[src/rtl/rne_pkg.sv]
// Shared types, constants and digit tables for the Roman numeral encoder.
package rne_pkg;

  localparam int ValueW  = 10;
  localparam int SymbolW = 7;
  localparam int DigitW  = 4;
  localparam int LenW    = 3;
  localparam int Places  = 3;
  localparam int Slots   = 4;

  localparam logic [ValueW-1:0] ValueMax = 10'd1000;

  // ASCII letters
  localparam logic [SymbolW-1:0] CharNone = 7'h00;
  localparam logic [SymbolW-1:0] CharI    = 7'h49;
  localparam logic [SymbolW-1:0] CharV    = 7'h56;
  localparam logic [SymbolW-1:0] CharX    = 7'h58;
  localparam logic [SymbolW-1:0] CharL    = 7'h4C;
  localparam logic [SymbolW-1:0] CharC    = 7'h43;
  localparam logic [SymbolW-1:0] CharD    = 7'h44;
  localparam logic [SymbolW-1:0] CharM    = 7'h4D;

  // Place indexes
  localparam logic [1:0] PlaceOnes = 2'd0;
  localparam logic [1:0] PlaceTens = 2'd1;
  localparam logic [1:0] PlaceHund = 2'd2;

  // Letter choice within one place
  typedef enum logic [1:0] {
    SEL_UNIT,
    SEL_FIVE,
    SEL_TEN
  } sel_e;

  // Split value, after the tens digit is known
  typedef struct packed {
    logic              err;
    logic              m1000;
    logic [DigitW-1:0] hund;
    logic [DigitW-1:0] tens;
    logic [6:0]        rem;
  } digits_t;

  // Letters of each place, ready to be sent out
  typedef struct packed {
    logic                                   err;
    logic [Places-1:0][Slots-1:0][SymbolW-1:0] letters;
    logic [Places-1:0][LenW-1:0]            len;
  } pattern_t;

  // Number of letters for one decimal digit
  function automatic logic [LenW-1:0] digit_len(logic [DigitW-1:0] d);
    logic [LenW-1:0] n;
    case (d)
      4'd1:    n = 3'd1;
      4'd2:    n = 3'd2;
      4'd3:    n = 3'd3;
      4'd4:    n = 3'd2;
      4'd5:    n = 3'd1;
      4'd6:    n = 3'd2;
      4'd7:    n = 3'd3;
      4'd8:    n = 3'd4;
      4'd9:    n = 3'd2;
      default: n = 3'd0;
    endcase
    return n;
  endfunction

  // Letter choice at one slot of a digit's pattern
  function automatic sel_e digit_sel(logic [DigitW-1:0] d, logic [1:0] slot);
    sel_e s;
    case (d)
      4'd4:    s = (slot == 2'd0) ? SEL_UNIT : SEL_FIVE;
      4'd5:    s = SEL_FIVE;
      4'd6:    s = (slot == 2'd0) ? SEL_FIVE : SEL_UNIT;
      4'd7:    s = (slot == 2'd0) ? SEL_FIVE : SEL_UNIT;
      4'd8:    s = (slot == 2'd0) ? SEL_FIVE : SEL_UNIT;
      4'd9:    s = (slot == 2'd0) ? SEL_UNIT : SEL_TEN;
      default: s = SEL_UNIT;
    endcase
    return s;
  endfunction

  // ASCII letter of a choice in a given place
  function automatic logic [SymbolW-1:0] place_letter(logic [1:0] p, sel_e s);
    logic [SymbolW-1:0] c;
    case (p)
      PlaceOnes: c = (s == SEL_UNIT) ? CharI : ((s == SEL_FIVE) ? CharV : CharX);
      PlaceTens: c = (s == SEL_UNIT) ? CharX : ((s == SEL_FIVE) ? CharL : CharC);
      PlaceHund: c = (s == SEL_UNIT) ? CharC : ((s == SEL_FIVE) ? CharD : CharM);
      default:   c = CharNone;
    endcase
    return c;
  endfunction

endpackage

[src/rtl/rne_in_if.sv]
// Input channel: one number to convert.
interface rne_in_if;
  logic                       valid;
  logic                       ready;
  logic [rne_pkg::ValueW-1:0] value;

  modport source (output valid, output value, input ready);
  modport sink   (input valid, input value, output ready);
endinterface

[src/rtl/rne_out_if.sv]
// Output channel: one Roman letter with end and error marks.
interface rne_out_if;
  logic                        valid;
  logic                        ready;
  logic [rne_pkg::SymbolW-1:0] symbol;
  logic                        last;
  logic                        range_error;

  modport source (output valid, output symbol, output last, output range_error, input ready);
  modport sink   (input valid, input symbol, input last, input range_error, output ready);
endinterface

[src/rtl/rne_divide.sv]
// Three pipeline stages that split the value into hundreds, remainder and tens.
module rne_divide (
  input  logic             clk_i,
  input  logic             rst_ni,
  rne_in_if.sink           in_i,
  output logic             dig_valid_o,
  input  logic             dig_ready_i,
  output rne_pkg::digits_t dig_o
);

  logic                       vld1_q, vld2_q, vld3_q;
  logic                       rdy1, rdy2, rdy3;
  logic [rne_pkg::ValueW-1:0] v1_q;
  logic [rne_pkg::DigitW-1:0] h1_q, h2_q;
  logic                       err1_q, err2_q, m1_q, m2_q;
  logic [6:0]                 r2_q;
  rne_pkg::digits_t           dig_q;

  logic [15:0] prod1;
  logic [10:0] hx100;
  logic [10:0] diff2;
  logic [14:0] prod3;

  // Advance each stage when the one after it has room
  assign rdy3       = !vld3_q || dig_ready_i;
  assign rdy2       = !vld2_q || rdy3;
  assign rdy1       = !vld1_q || rdy2;
  assign in_i.ready = rdy1;

  // Hundreds by reciprocal: v * 41 / 4096 is exact below 1000
  assign prod1 = {6'd0, in_i.value} * 16'd41;
  // Remainder after hundreds
  assign hx100 = {7'd0, h1_q} * 11'd100;
  assign diff2 = {1'b0, v1_q} - hx100;
  // Tens by reciprocal: r * 205 / 2048 is exact below 100
  assign prod3 = {8'd0, r2_q} * 15'd205;

  // Valid bits
  always_ff @(posedge clk_i or negedge rst_ni) begin
    if (!rst_ni) begin
      vld1_q <= 1'b0;
      vld2_q <= 1'b0;
      vld3_q <= 1'b0;
    end else begin
      if (rdy1) vld1_q <= in_i.valid;
      if (rdy2) vld2_q <= vld1_q;
      if (rdy3) vld3_q <= vld2_q;
    end
  end

  // Payload stages
  always_ff @(posedge clk_i) begin
    if (rdy1) begin
      v1_q   <= in_i.value;
      h1_q   <= prod1[15:12];
      err1_q <= (in_i.value == '0) || (in_i.value > rne_pkg::ValueMax);
      m1_q   <= (in_i.value == rne_pkg::ValueMax);
    end
    if (rdy2) begin
      r2_q   <= diff2[6:0];
      h2_q   <= h1_q;
      err2_q <= err1_q;
      m2_q   <= m1_q;
    end
    if (rdy3) begin
      dig_q.err   <= err2_q;
      dig_q.m1000 <= m2_q;
      dig_q.hund  <= h2_q;
      dig_q.tens  <= prod3[14:11];
      dig_q.rem   <= r2_q;
    end
  end

  assign dig_valid_o = vld3_q;
  assign dig_o       = dig_q;

endmodule

[src/rtl/rne_pattern.sv]
// Pipeline stage that finds the ones digit and lays out the letters of each place.
module rne_pattern (
  input  logic              clk_i,
  input  logic              rst_ni,
  input  logic              dig_valid_i,
  output logic              dig_ready_o,
  input  rne_pkg::digits_t  dig_i,
  output logic              pat_valid_o,
  input  logic              pat_ready_i,
  output rne_pkg::pattern_t pat_o
);

  logic              vld_q;
  rne_pkg::pattern_t pat_q, pat_d;
  logic [7:0]        tx10;
  logic [7:0]        diff;
  logic [rne_pkg::Places-1:0][rne_pkg::DigitW-1:0] digit;

  assign dig_ready_o = !vld_q || pat_ready_i;

  // Ones digit from remainder and tens
  assign tx10 = {4'd0, dig_i.tens} * 8'd10;
  assign diff = {1'b0, dig_i.rem} - tx10;

  // Letters per place, with single-letter overrides for errors and 1000
  always_comb begin
    digit[rne_pkg::PlaceOnes] = diff[3:0];
    digit[rne_pkg::PlaceTens] = dig_i.tens;
    digit[rne_pkg::PlaceHund] = dig_i.hund;
    pat_d.err = dig_i.err;
    for (int p = 0; p < rne_pkg::Places; p++) begin
      pat_d.len[p] = rne_pkg::digit_len(digit[p]);
      for (int s = 0; s < rne_pkg::Slots; s++) begin
        pat_d.letters[p][s] = rne_pkg::place_letter(2'(p),
                                rne_pkg::digit_sel(digit[p], 2'(s)));
      end
    end
    if (dig_i.err || dig_i.m1000) begin
      pat_d.len = '0;
      pat_d.len[rne_pkg::PlaceHund] = 3'd1;
      pat_d.letters[rne_pkg::PlaceHund][0] = dig_i.err ? rne_pkg::CharNone : rne_pkg::CharM;
    end
  end

  always_ff @(posedge clk_i or negedge rst_ni) begin
    if (!rst_ni) begin
      vld_q <= 1'b0;
    end else if (dig_ready_o) begin
      vld_q <= dig_valid_i;
    end
  end

  always_ff @(posedge clk_i) begin
    if (dig_ready_o) begin
      pat_q <= pat_d;
    end
  end

  assign pat_valid_o = vld_q;
  assign pat_o       = pat_q;

endmodule

[src/rtl/rne_serializer.sv]
// Walks the letters of one number and sends one per cycle, while out_o is ready, through the output register.
module rne_serializer (
  input  logic              clk_i,
  input  logic              rst_ni,
  input  logic              pat_valid_i,
  output logic              pat_ready_o,
  input  rne_pkg::pattern_t pat_i,
  rne_out_if.source         out_o
);

  rne_pkg::pattern_t           item_q;
  logic                        busy_q;
  logic [1:0]                  place_q;
  logic [1:0]                  slot_q;
  logic                        out_valid_q;
  logic [rne_pkg::SymbolW-1:0] symbol_q;
  logic                        last_q;
  logic                        err_q;

  logic       emit, load, slot_last, has_next, cur_last;
  logic [1:0] next_place, start_place;
  logic [2:0] slot_inc;

  // Position within the current place
  assign slot_inc  = {1'b0, slot_q} + 3'd1;
  assign slot_last = (slot_inc == item_q.len[place_q]);

  // Next lower place that has letters
  always_comb begin
    has_next   = 1'b0;
    next_place = rne_pkg::PlaceOnes;
    if (place_q == rne_pkg::PlaceHund && item_q.len[rne_pkg::PlaceTens] != '0) begin
      has_next   = 1'b1;
      next_place = rne_pkg::PlaceTens;
    end else if (place_q != rne_pkg::PlaceOnes &&
                 item_q.len[rne_pkg::PlaceOnes] != '0) begin
      has_next   = 1'b1;
      next_place = rne_pkg::PlaceOnes;
    end
  end

  // Highest place with letters in an incoming number
  always_comb begin
    if (pat_i.len[rne_pkg::PlaceHund] != '0) begin
      start_place = rne_pkg::PlaceHund;
    end else if (pat_i.len[rne_pkg::PlaceTens] != '0) begin
      start_place = rne_pkg::PlaceTens;
    end else begin
      start_place = rne_pkg::PlaceOnes;
    end
  end

  assign cur_last    = slot_last && !has_next;
  assign emit        = busy_q && (!out_valid_q || out_o.ready);
  assign pat_ready_o = !busy_q || (emit && cur_last);
  assign load        = pat_valid_i && pat_ready_o;

  // Control: busy flag, walk pointers, output valid
  always_ff @(posedge clk_i or negedge rst_ni) begin
    if (!rst_ni) begin
      busy_q      <= 1'b0;
      place_q     <= rne_pkg::PlaceOnes;
      slot_q      <= '0;
      out_valid_q <= 1'b0;
    end else begin
      if (load) begin
        busy_q  <= 1'b1;
        place_q <= start_place;
        slot_q  <= '0;
      end else if (emit) begin
        if (cur_last) begin
          busy_q <= 1'b0;
        end else if (slot_last) begin
          place_q <= next_place;
          slot_q  <= '0;
        end else begin
          slot_q <= slot_inc[1:0];
        end
      end
      if (emit) begin
        out_valid_q <= 1'b1;
      end else if (out_o.ready) begin
        out_valid_q <= 1'b0;
      end
    end
  end

  // Hold the number and the word on offer
  always_ff @(posedge clk_i) begin
    if (load) begin
      item_q <= pat_i;
    end
    if (emit) begin
      symbol_q <= item_q.letters[place_q][slot_q];
      last_q   <= cur_last;
      err_q    <= item_q.err;
    end
  end

  assign out_o.valid       = out_valid_q;
  assign out_o.symbol      = symbol_q;
  assign out_o.last        = last_q;
  assign out_o.range_error = err_q;

endmodule

[src/rtl/roman_numeral_encoder.sv]
// Top level of the Roman numeral encoder: digit split, letter layout and output walk.
//
//   channel  dir  payload                          handshake
//   in_i     in   value[9:0]                       valid/ready
//   out_o    out  symbol[6:0], last, range_error   valid/ready
//
// A number sends 1 to 12 words, one per cycle while out_o is ready; the serializer
// takes the next number as the last word of the one before goes to its output register.
// From acceptance to the first word offered, a number passes through three divide stages,
// the layout stage, the serializer's number register and the output register.
// Reset clears valid bits and the walk state only.
// A stall on out_o backs up stage by stage; nothing is lost or repeated.
module roman_numeral_encoder (
  input  logic      clk_i,
  input  logic      rst_ni,
  rne_in_if.sink    in_i,
  rne_out_if.source out_o
);

  logic              dig_valid, dig_ready;
  rne_pkg::digits_t  dig;
  logic              pat_valid, pat_ready;
  rne_pkg::pattern_t pat;

  rne_divide u_divide (
    .clk_i       (clk_i),
    .rst_ni      (rst_ni),
    .in_i        (in_i),
    .dig_valid_o (dig_valid),
    .dig_ready_i (dig_ready),
    .dig_o       (dig)
  );

  rne_pattern u_pattern (
    .clk_i       (clk_i),
    .rst_ni      (rst_ni),
    .dig_valid_i (dig_valid),
    .dig_ready_o (dig_ready),
    .dig_i       (dig),
    .pat_valid_o (pat_valid),
    .pat_ready_i (pat_ready),
    .pat_o       (pat)
  );

  rne_serializer u_serializer (
    .clk_i       (clk_i),
    .rst_ni      (rst_ni),
    .pat_valid_i (pat_valid),
    .pat_ready_o (pat_ready),
    .pat_i       (pat),
    .out_o       (out_o)
  );

  // An error word is a lone, empty, final word
  assert property (@(posedge clk_i) disable iff (!rst_ni)
    (out_o.valid && out_o.range_error) |-> (out_o.last && out_o.symbol == rne_pkg::CharNone))
    else $error("error word not a single empty final word");

  // A good word always carries a letter
  assert property (@(posedge clk_i) disable iff (!rst_ni)
    (out_o.valid && !out_o.range_error) |-> (out_o.symbol != rne_pkg::CharNone))
    else $error("letter missing on good word");

  // A stalled layout stage holds its number
  assert property (@(posedge clk_i) disable iff (!rst_ni)
    (pat_valid && !pat_ready) |=> (pat_valid && $stable(pat)))
    else $error("layout stage changed while stalled");

  // A stalled divide stage holds its digits
  assert property (@(posedge clk_i) disable iff (!rst_ni)
    (dig_valid && !dig_ready) |=> (dig_valid && $stable(dig)))
    else $error("divide stage changed while stalled");

endmodule
[src/flat_wrapper.sv]
// flat-port wrapper written by rule: the top's interface ports become plain ports
module roman_numeral_encoder_flat 
  (clk_i, rst_ni, in_i_valid, in_i_value, in_i_ready, out_o_valid, out_o_symbol, out_o_last, out_o_range_error, out_o_ready);
  rne_in_if in_i_i ();
  rne_out_if out_o_i ();
  input  logic clk_i;
  input  logic rst_ni;
  input wire logic [$bits(in_i_i.valid)-1:0] in_i_valid;
  input wire logic [$bits(in_i_i.value)-1:0] in_i_value;
  output wire logic [$bits(in_i_i.ready)-1:0] in_i_ready;
  output wire logic [$bits(out_o_i.valid)-1:0] out_o_valid;
  output wire logic [$bits(out_o_i.symbol)-1:0] out_o_symbol;
  output wire logic [$bits(out_o_i.last)-1:0] out_o_last;
  output wire logic [$bits(out_o_i.range_error)-1:0] out_o_range_error;
  input wire logic [$bits(out_o_i.ready)-1:0] out_o_ready;
  assign in_i_i.valid = in_i_valid;
  assign in_i_i.value = in_i_value;
  assign in_i_ready = in_i_i.ready;
  assign out_o_valid = out_o_i.valid;
  assign out_o_symbol = out_o_i.symbol;
  assign out_o_last = out_o_i.last;
  assign out_o_range_error = out_o_i.range_error;
  assign out_o_i.ready = out_o_ready;
  roman_numeral_encoder u_core (.clk_i(clk_i), .rst_ni(rst_ni), .in_i(in_i_i), .out_o(out_o_i));
endmodule
[config.mk]
export PLATFORM = sky130hd
export DESIGN_NAME = roman_numeral_encoder_flat
export DESIGN_NICKNAME = d
export VERILOG_FILES = /design/src/rtl/rne_pkg.sv /design/src/rtl/rne_in_if.sv /design/src/rtl/rne_out_if.sv /design/src/rtl/rne_divide.sv /design/src/rtl/rne_pattern.sv /design/src/rtl/rne_serializer.sv /design/src/rtl/roman_numeral_encoder.sv /design/src/flat_wrapper.sv
export SDC_FILE = /design/constraint.sdc
export NUM_CORES = 1
export LEC_CHECK = 0
export BUFFER_PORTS_ARGS = -buffer_cell sky130_fd_sc_hd__buf_4
export CORE_MARGIN = 3
export CORE_UTILIZATION = 40
export CTS_CLUSTER_DIAMETER = 120
export DETAILED_ROUTE_END_ITERATION = 16
export GPL_TIMING_DRIVEN = 1
export PLACE_DENSITY = 0.6
export SLEW_MARGIN = 20
export SYNTH_ARGS = -nofsm -noshare
export SYNTH_HDL_FRONTEND = slang
export SYNTH_HIERARCHICAL = 1
export SYNTH_SLANG_ARGS = --single-unit
[constraint.sdc]
create_clock -name clk_i -period 4.77 [get_ports clk_i]
set_input_delay 1.1925 -clock clk_i [delete_from_list [all_inputs] [get_ports clk_i]]
set_output_delay 1.1925 -clock clk_i [all_outputs]
set_load 0.02 [all_outputs]
=== Yosys cells after proc, flatten, opt, wreduce, memory -nomap -nowiden ===
Memories as Yosys holds them, arrays and structs flattened. A register that Yosys moved wholly into a read port is not among the register bits.
Index checks and enable logic that the tools add are counted.

* Reduce and logical (&&, ||, !) cells: 46
* Multiplexer cells: 39
* Multipliers: 4
* Equal/unequal tests: 28
* $lt $le $gt $ge: 3
* Add/sub/neg operators: 3

{| class="wikitable"
|+ Operator list
! kind !! number
|-
| $bmux 28 s2 || 1
|-
| $eq 4x3->1 const B || 12
|-
| $mux 28 || 1
|-
| $mux 4 || 7
|-
| $eq 4x4->1 const B || 6
|-
| $mux 7 || 3
|-
| $mux 2 || 9
|-
| $mul 10x6->16 const B || 1
|-
| $mul 7x8->15 const B || 1
|-
| $bmux 7 s2 || 1
|-
| $eq 2x1->1 const B || 6
|-
| $logic_not 2->1 || 6
|-
| $mux 1 || 12
|-
| $pmux 2 s2 || 3
|-
| $reduce_bool 3->1 || 4
|-
| $reduce_or 4->1 || 3
|-
| $eq 10x10->1 const B || 1
|-
| $gt 10x10->1 const B || 1
|-
| $logic_not 10->1 || 1
|-
| $reduce_bool 2->1 || 5
|-
| $logic_or 1x1->1 || 8
|-
| $logic_not 1->1 || 7
|-
| $sub 7x7->7 || 1
|-
| $bmux 3 s2 || 1
|-
| other kinds (13) || 22
|}

* Logic and storage cells: 167
* Register bits after elaboration: 154
* Memories kept: 3
* ROM bits: 144
* Output and inout port bits: 11
* Bits of input ports: 14

{| class="wikitable"
|+ Memories
! name !! words !! bits a word !! read ports !! clocked after memory_dff !! write ports !! line !! RTL
|-
| (no name shown) || 16 || 3 || 1 || 1 || 0 || rne_pkg.sv:54 || <nowiki>case (d)</nowiki>
|-
| (no name shown) || 16 || 3 || 1 || 1 || 0 || rne_pkg.sv:54 ||
|-
| (no name shown) || 16 || 3 || 1 || 1 || 0 || rne_pkg.sv:54 ||
|}

=== Longest topological paths before layout ===
* Depth in word-level cells: 12
* Mapped depth: 14
* Gate-level depth less buffers: 14

=== By module ===
Netlist, hierarchy kept.

{| class="wikitable"
|+ Modules (own cells, without submodules)
! module !! sequential area each (um^2) !! times used !! area each (um^2) !! cells an instance
|-
| rne_serializer || 3,243.1 || 1 || 4,310.4 || 216
|-
| rne_divide || 1,366.3 || 1 || 3,170.5 || 243
|-
| rne_pattern || 1,076.0 || 1 || 1,996.9 || 167
|}

=== Worst setup path before layout ===
OpenSTA, ideal clock, no wires.

* Kind: input -> register
* Start point: input out_o_ready
* End point: register u_core.u_serializer.place_q[0]
* Library setup time: 0.126 ns
* Stages on the path: 5
* Path slack: -0.723 ns
* Required time: 4.644 ns
* Arrival: 5.367 ns
* Buffers on the path: 0
* Path through: nor2b_1 or3_4 o41ai_4 mux2i_1 o32a_1

* Word-level cells in the longest chain between the ends: 7
* Elaborated cells between the ends (all ways): 10
* Classes of those cells: eq/ne (1); mux (1); reduce/logical (8)

{| class="wikitable"
|+ Ends and longest elaborated chain
! what !! line !! RTL
|-
| start, declared || flat_wrapper.sv:15 || <nowiki>input wire logic [$bits(out_o_i.ready)-1:0] out_o_ready;</nowiki>
|-
| $logic_or 1x1->1 * || rne_serializer.sv:54 || <nowiki>assign emit = busy_q && (!out_valid_q || out_o.ready);</nowiki>
|-
| $logic_and 1x1->1 * || rne_serializer.sv:54 ||
|-
| $logic_and 1x1->1 * || rne_serializer.sv:55 || <nowiki>assign pat_ready_o = !busy_q || (emit && cur_last);</nowiki>
|-
| $logic_or 1x1->1 * || rne_serializer.sv:55 ||
|-
| $logic_and 1x1->1 * || rne_serializer.sv:56 || <nowiki>assign load = pat_valid_i && pat_ready_o;</nowiki>
|-
| net u_core.u_serializer.load || rne_serializer.sv:20 || <nowiki>logic emit, load, slot_last, has_next, cur_last;</nowiki>
|-
| $ne 2x2->1 (no source line) or $reduce_bool 2->1 (tied branches) || -- ||
|-
| $reduce_and 3->1 (no source line) || -- ||
|-
| end signal, assigned || rne_serializer.sv:62 || <nowiki>place_q <= rne_pkg::PlaceOnes;</nowiki>
|-
| end signal, assigned || rne_serializer.sv:68 || <nowiki>place_q <= start_place;</nowiki>
|-
| end signal, assigned || rne_serializer.sv:74 || <nowiki>place_q <= next_place;</nowiki>
|-
| end, declared || rne_serializer.sv:13 || <nowiki>logic [1:0] place_q;</nowiki>
|}

Mark *: on every way through the listed nets, which the timed path passes. The rest lies on a longest branch.
A chain may end at the register's enable or synchronous reset.

=== Worst setup path in the final report ===
* Start point: register u_core.u_serializer.place_q[1]
* End point: output in_i_ready

* Word-level cells in the longest chain between the ends: 12
* Elaborated cells between the ends (all ways): 17
* Classes of those cells: eq/ne (2); mux (4); reduce/logical (11)

{| class="wikitable"
|+ Ends and longest elaborated chain
! what !! line !! RTL
|-
| branches (longest 5 deep; another with $bmux 3 s2) || -- ||
|-
| $logic_and 1x1->1 * || rne_serializer.sv:53 || <nowiki>assign cur_last = slot_last && !has_next;</nowiki>
|-
| $logic_and 1x1->1 * || rne_serializer.sv:55 ||
|-
| $logic_or 1x1->1 * || rne_serializer.sv:55 ||
|-
| net u_core.pat_ready || roman_numeral_encoder.sv:22 || <nowiki>logic pat_valid, pat_ready;</nowiki>
|-
| $logic_or 1x1->1 * || rne_pattern.sv:19 || <nowiki>assign dig_ready_o = !vld_q || pat_ready_i;</nowiki>
|-
| net u_core.dig_ready || roman_numeral_encoder.sv:20 || <nowiki>logic dig_valid, dig_ready;</nowiki>
|-
| $logic_or 1x1->1 * || rne_divide.sv:25 || <nowiki>assign rdy3 = !vld3_q || dig_ready_i;</nowiki>
|-
| $logic_or 1x1->1 * || rne_divide.sv:26 || <nowiki>assign rdy2 = !vld2_q || rdy3;</nowiki>
|-
| $logic_or 1x1->1 * || rne_divide.sv:27 || <nowiki>assign rdy1 = !vld1_q || rdy2;</nowiki>
|-
| end, declared || flat_wrapper.sv:10 || <nowiki>output wire logic [$bits(in_i_i.ready)-1:0] in_i_ready;</nowiki>
|}

Mark *: on every way through the listed nets, which the timed path passes. The select of a mux whose other input is x is not followed.

==> flow_summary.json <==
{
  "status": "finished, final reports clean",
  "core.rowCount": 55,
  "areaGrowthSynthToFinish_pct": 9.10,
  "mostFrequentLayoutCell": "edfxtp_1",
  "grt_first_pass_wirelength_mm": 23.5,
  "root_buffer": "clkbuf_16",
  "cpPeakStageDelay_ps": 680,
  "ir_drop_mv": 0.324,
  "wl_mm": 13.8,
  "worstSetupPathType": "reg2out",
  "gp_congestion": 0.823,
  "die_x_um": 159,
  "place_area_um2": 9620,
  "grt-ovfl-total": 0,
  "hpwl_mm": 10.3,
  "core_um2": 22800,
  "wire_per_inst_um": 14.4,
  "die_h_um": 159,
  "drt_iter0_drc": 213,
  "start_kind": "flip-flop",
  "r2r_cells": 8,
  "worst_slack_ps": 365,
  "die_area_um2": 25300,
  "required_ps": 3580,
  "finalNonFillerCells": 958,
  "fin_skew_ps": 10.6,
  "finalHoldViolations": 0,
  "path_clk_slew_ps": 70,
  "ant_nets": 0,
  "clockBufferDepth": 2,
  "syn_area_um2": 9390,
  "fillerInstances": 2044,
  "whs_ps": 419,
  "drive_gt1_share_pct": 15.3,
  "cts-buffers-inserted": 17,
  "start_util_pct": 41.1,
  "num-nets-final": 734,
  "rsz0062_at_grt": "no",
  "antenna_found_initial": 0,
  "grt_max_degree": 40,
  "final_cell_area_um2": 10200,
  "setup_viol": 0,
  "grt_pass1_vias": 4789,
  "synth_warnings": 6,
  "pre_cts_slack_ps": 605,
  "drc": 0,
  "cts_tree": "done",
  "clk_latency_ps": 420,
  "diodes": 0,
  "fmax_mhz": 227,
  "track_usage_pct": 11.6,
  "worst_slew_pin_slew_ps": 954,
  "cts_setup_buffers": 0,
  "drv_slew": 0,
  "slew_headroom_pct": 36.2,
  "cts_max_level": 4,
  "cp_max_fo": 16,
  "cp.arrival_ps": 3210,
  "ios": 25,
  "powerDensity_nw_per_um2": 538,
  "leakage_nw": 3.94,
  "crit_chain": "mux2i_1, o21ai_1, xor2_1, or4_1, o21ai_1, nand2b_1, nand4b_1, buf_4",
  "min_path_cells": 0,
  "crit_top_cell": "o21ai_1",
  "finalCriticalPeriod_ps": 4410,
  "cts_sinks": 188,
  "io_buffers": 24,
  "crit_path_top_delay_cell": "dfrtp_1",
  "period_share_pct": 92.4,
  "drv_cap": 0,
  "end_kind": "primary output",
  "viasPerCell": 4.75,
  "holdBufCountCts": 0,
  "hold_class": "reg2reg",
  "cts_resized": 0,
  "syn_inst": 623,
  "drt_first_pass_iters": 5,
  "syn-mean-instance-area_um2": 15.1,
  "layout_common_cells": "edfxtp_1, ha_1, inv_1, buf_4, conb_1",
  "vias": 4548,
  "dp_cells": 926
}
-- where the power goes --
part           total, mW  switching [mW]  internal [mW]
Sequential          2.33           0.130           2.20
Combinational       1.73           0.962          0.769
Clock               1.45           0.575          0.877
-- critical path, delay by kind of cell, from the launching register on --
| kind | cells | cell delay, ps |
|---|---|---|
| and+or+nand+nor | 3 | 1020 |
| buffers and inverters | 1 | 180 |
| muxes | 1 | 160 |
| AOI/OAI and AO/OA | 2 | 530 |
| DFF | 1 | 680 |
| xor gates and xnor gates | 1 | 210 |
-- worst paths after layout --
path | start | to | slack, ps
max in group asynchronous | rst_ni | u_core/u_divide/vld1_q | 4010
hold reg to reg | u_core/u_divide/err2_q | u_core/u_divide/dig_o[16] | 420
hold / removal | u_core/u_divide/err2_q | u_core/u_divide/dig_o[16] | 420
setup reg to reg | u_core/u_serializer/place_q[1] | u_core/u_divide/dig_o[7] | 980
min in group asynchronous | rst_ni | u_core/u_serializer/out_o.valid | 600
setup / recovery | u_core/u_serializer/place_q[1] | in_i_ready | 360
-- final cells by class --
class                      instances  area, um2  share of cell area (%)
clock buffer                      17        425                    4.15
clock inverter                    15        196                    1.92
inverter                          57        214                    2.09
multi-input combinational        335       3170                    31.0
sequential                       188       5600                    54.6
tap                              313        392                    3.82
timing repair buffer              33        248                    2.42
-- layer usage --
layer | vias up | global-route usage (%) | wire length, um | share of wire (%)
li1 | 2231 | - | - | -
met1 | 2250 | 14.4 | 6220 | 45
met4 | 0 | 3.62 | 175 | 1.3
met2 | 53 | 20.1 | 7070 | 51
met5 | - | 0 | 0 | 0
met3 | 14 | 2.71 | 361 | 2.6
-- state kept, by name, summed over array words and instances, names as in the netlist, 2 cells and up --
signal	cells
u_core/u_divide/r2_q	7
u_core/u_divide/dig_o	14
u_core/u_serializer/slot_q	2
u_core/u_pattern/pat_o	35
u_core/u_divide/h2_q	4
u_core/u_serializer/out_o.symbol	7
u_core/u_serializer/item_q	94
u_core/u_divide/v1_q	7
u_core/u_divide/h1_q	4
u_core/u_serializer/place_q	2
-- per-stage QoR --
stage	util (%)	total power, mW	TNS, ps
detailed placement	42.1	4.14	0
global placement	42.1	4.06	0
floorplan	-	3.75	-37110
finish	44.8	5.51	0
global route	44.8	5.90	0
CTS	44.8	5.60	0
Power figures use the tool's default switching activity.
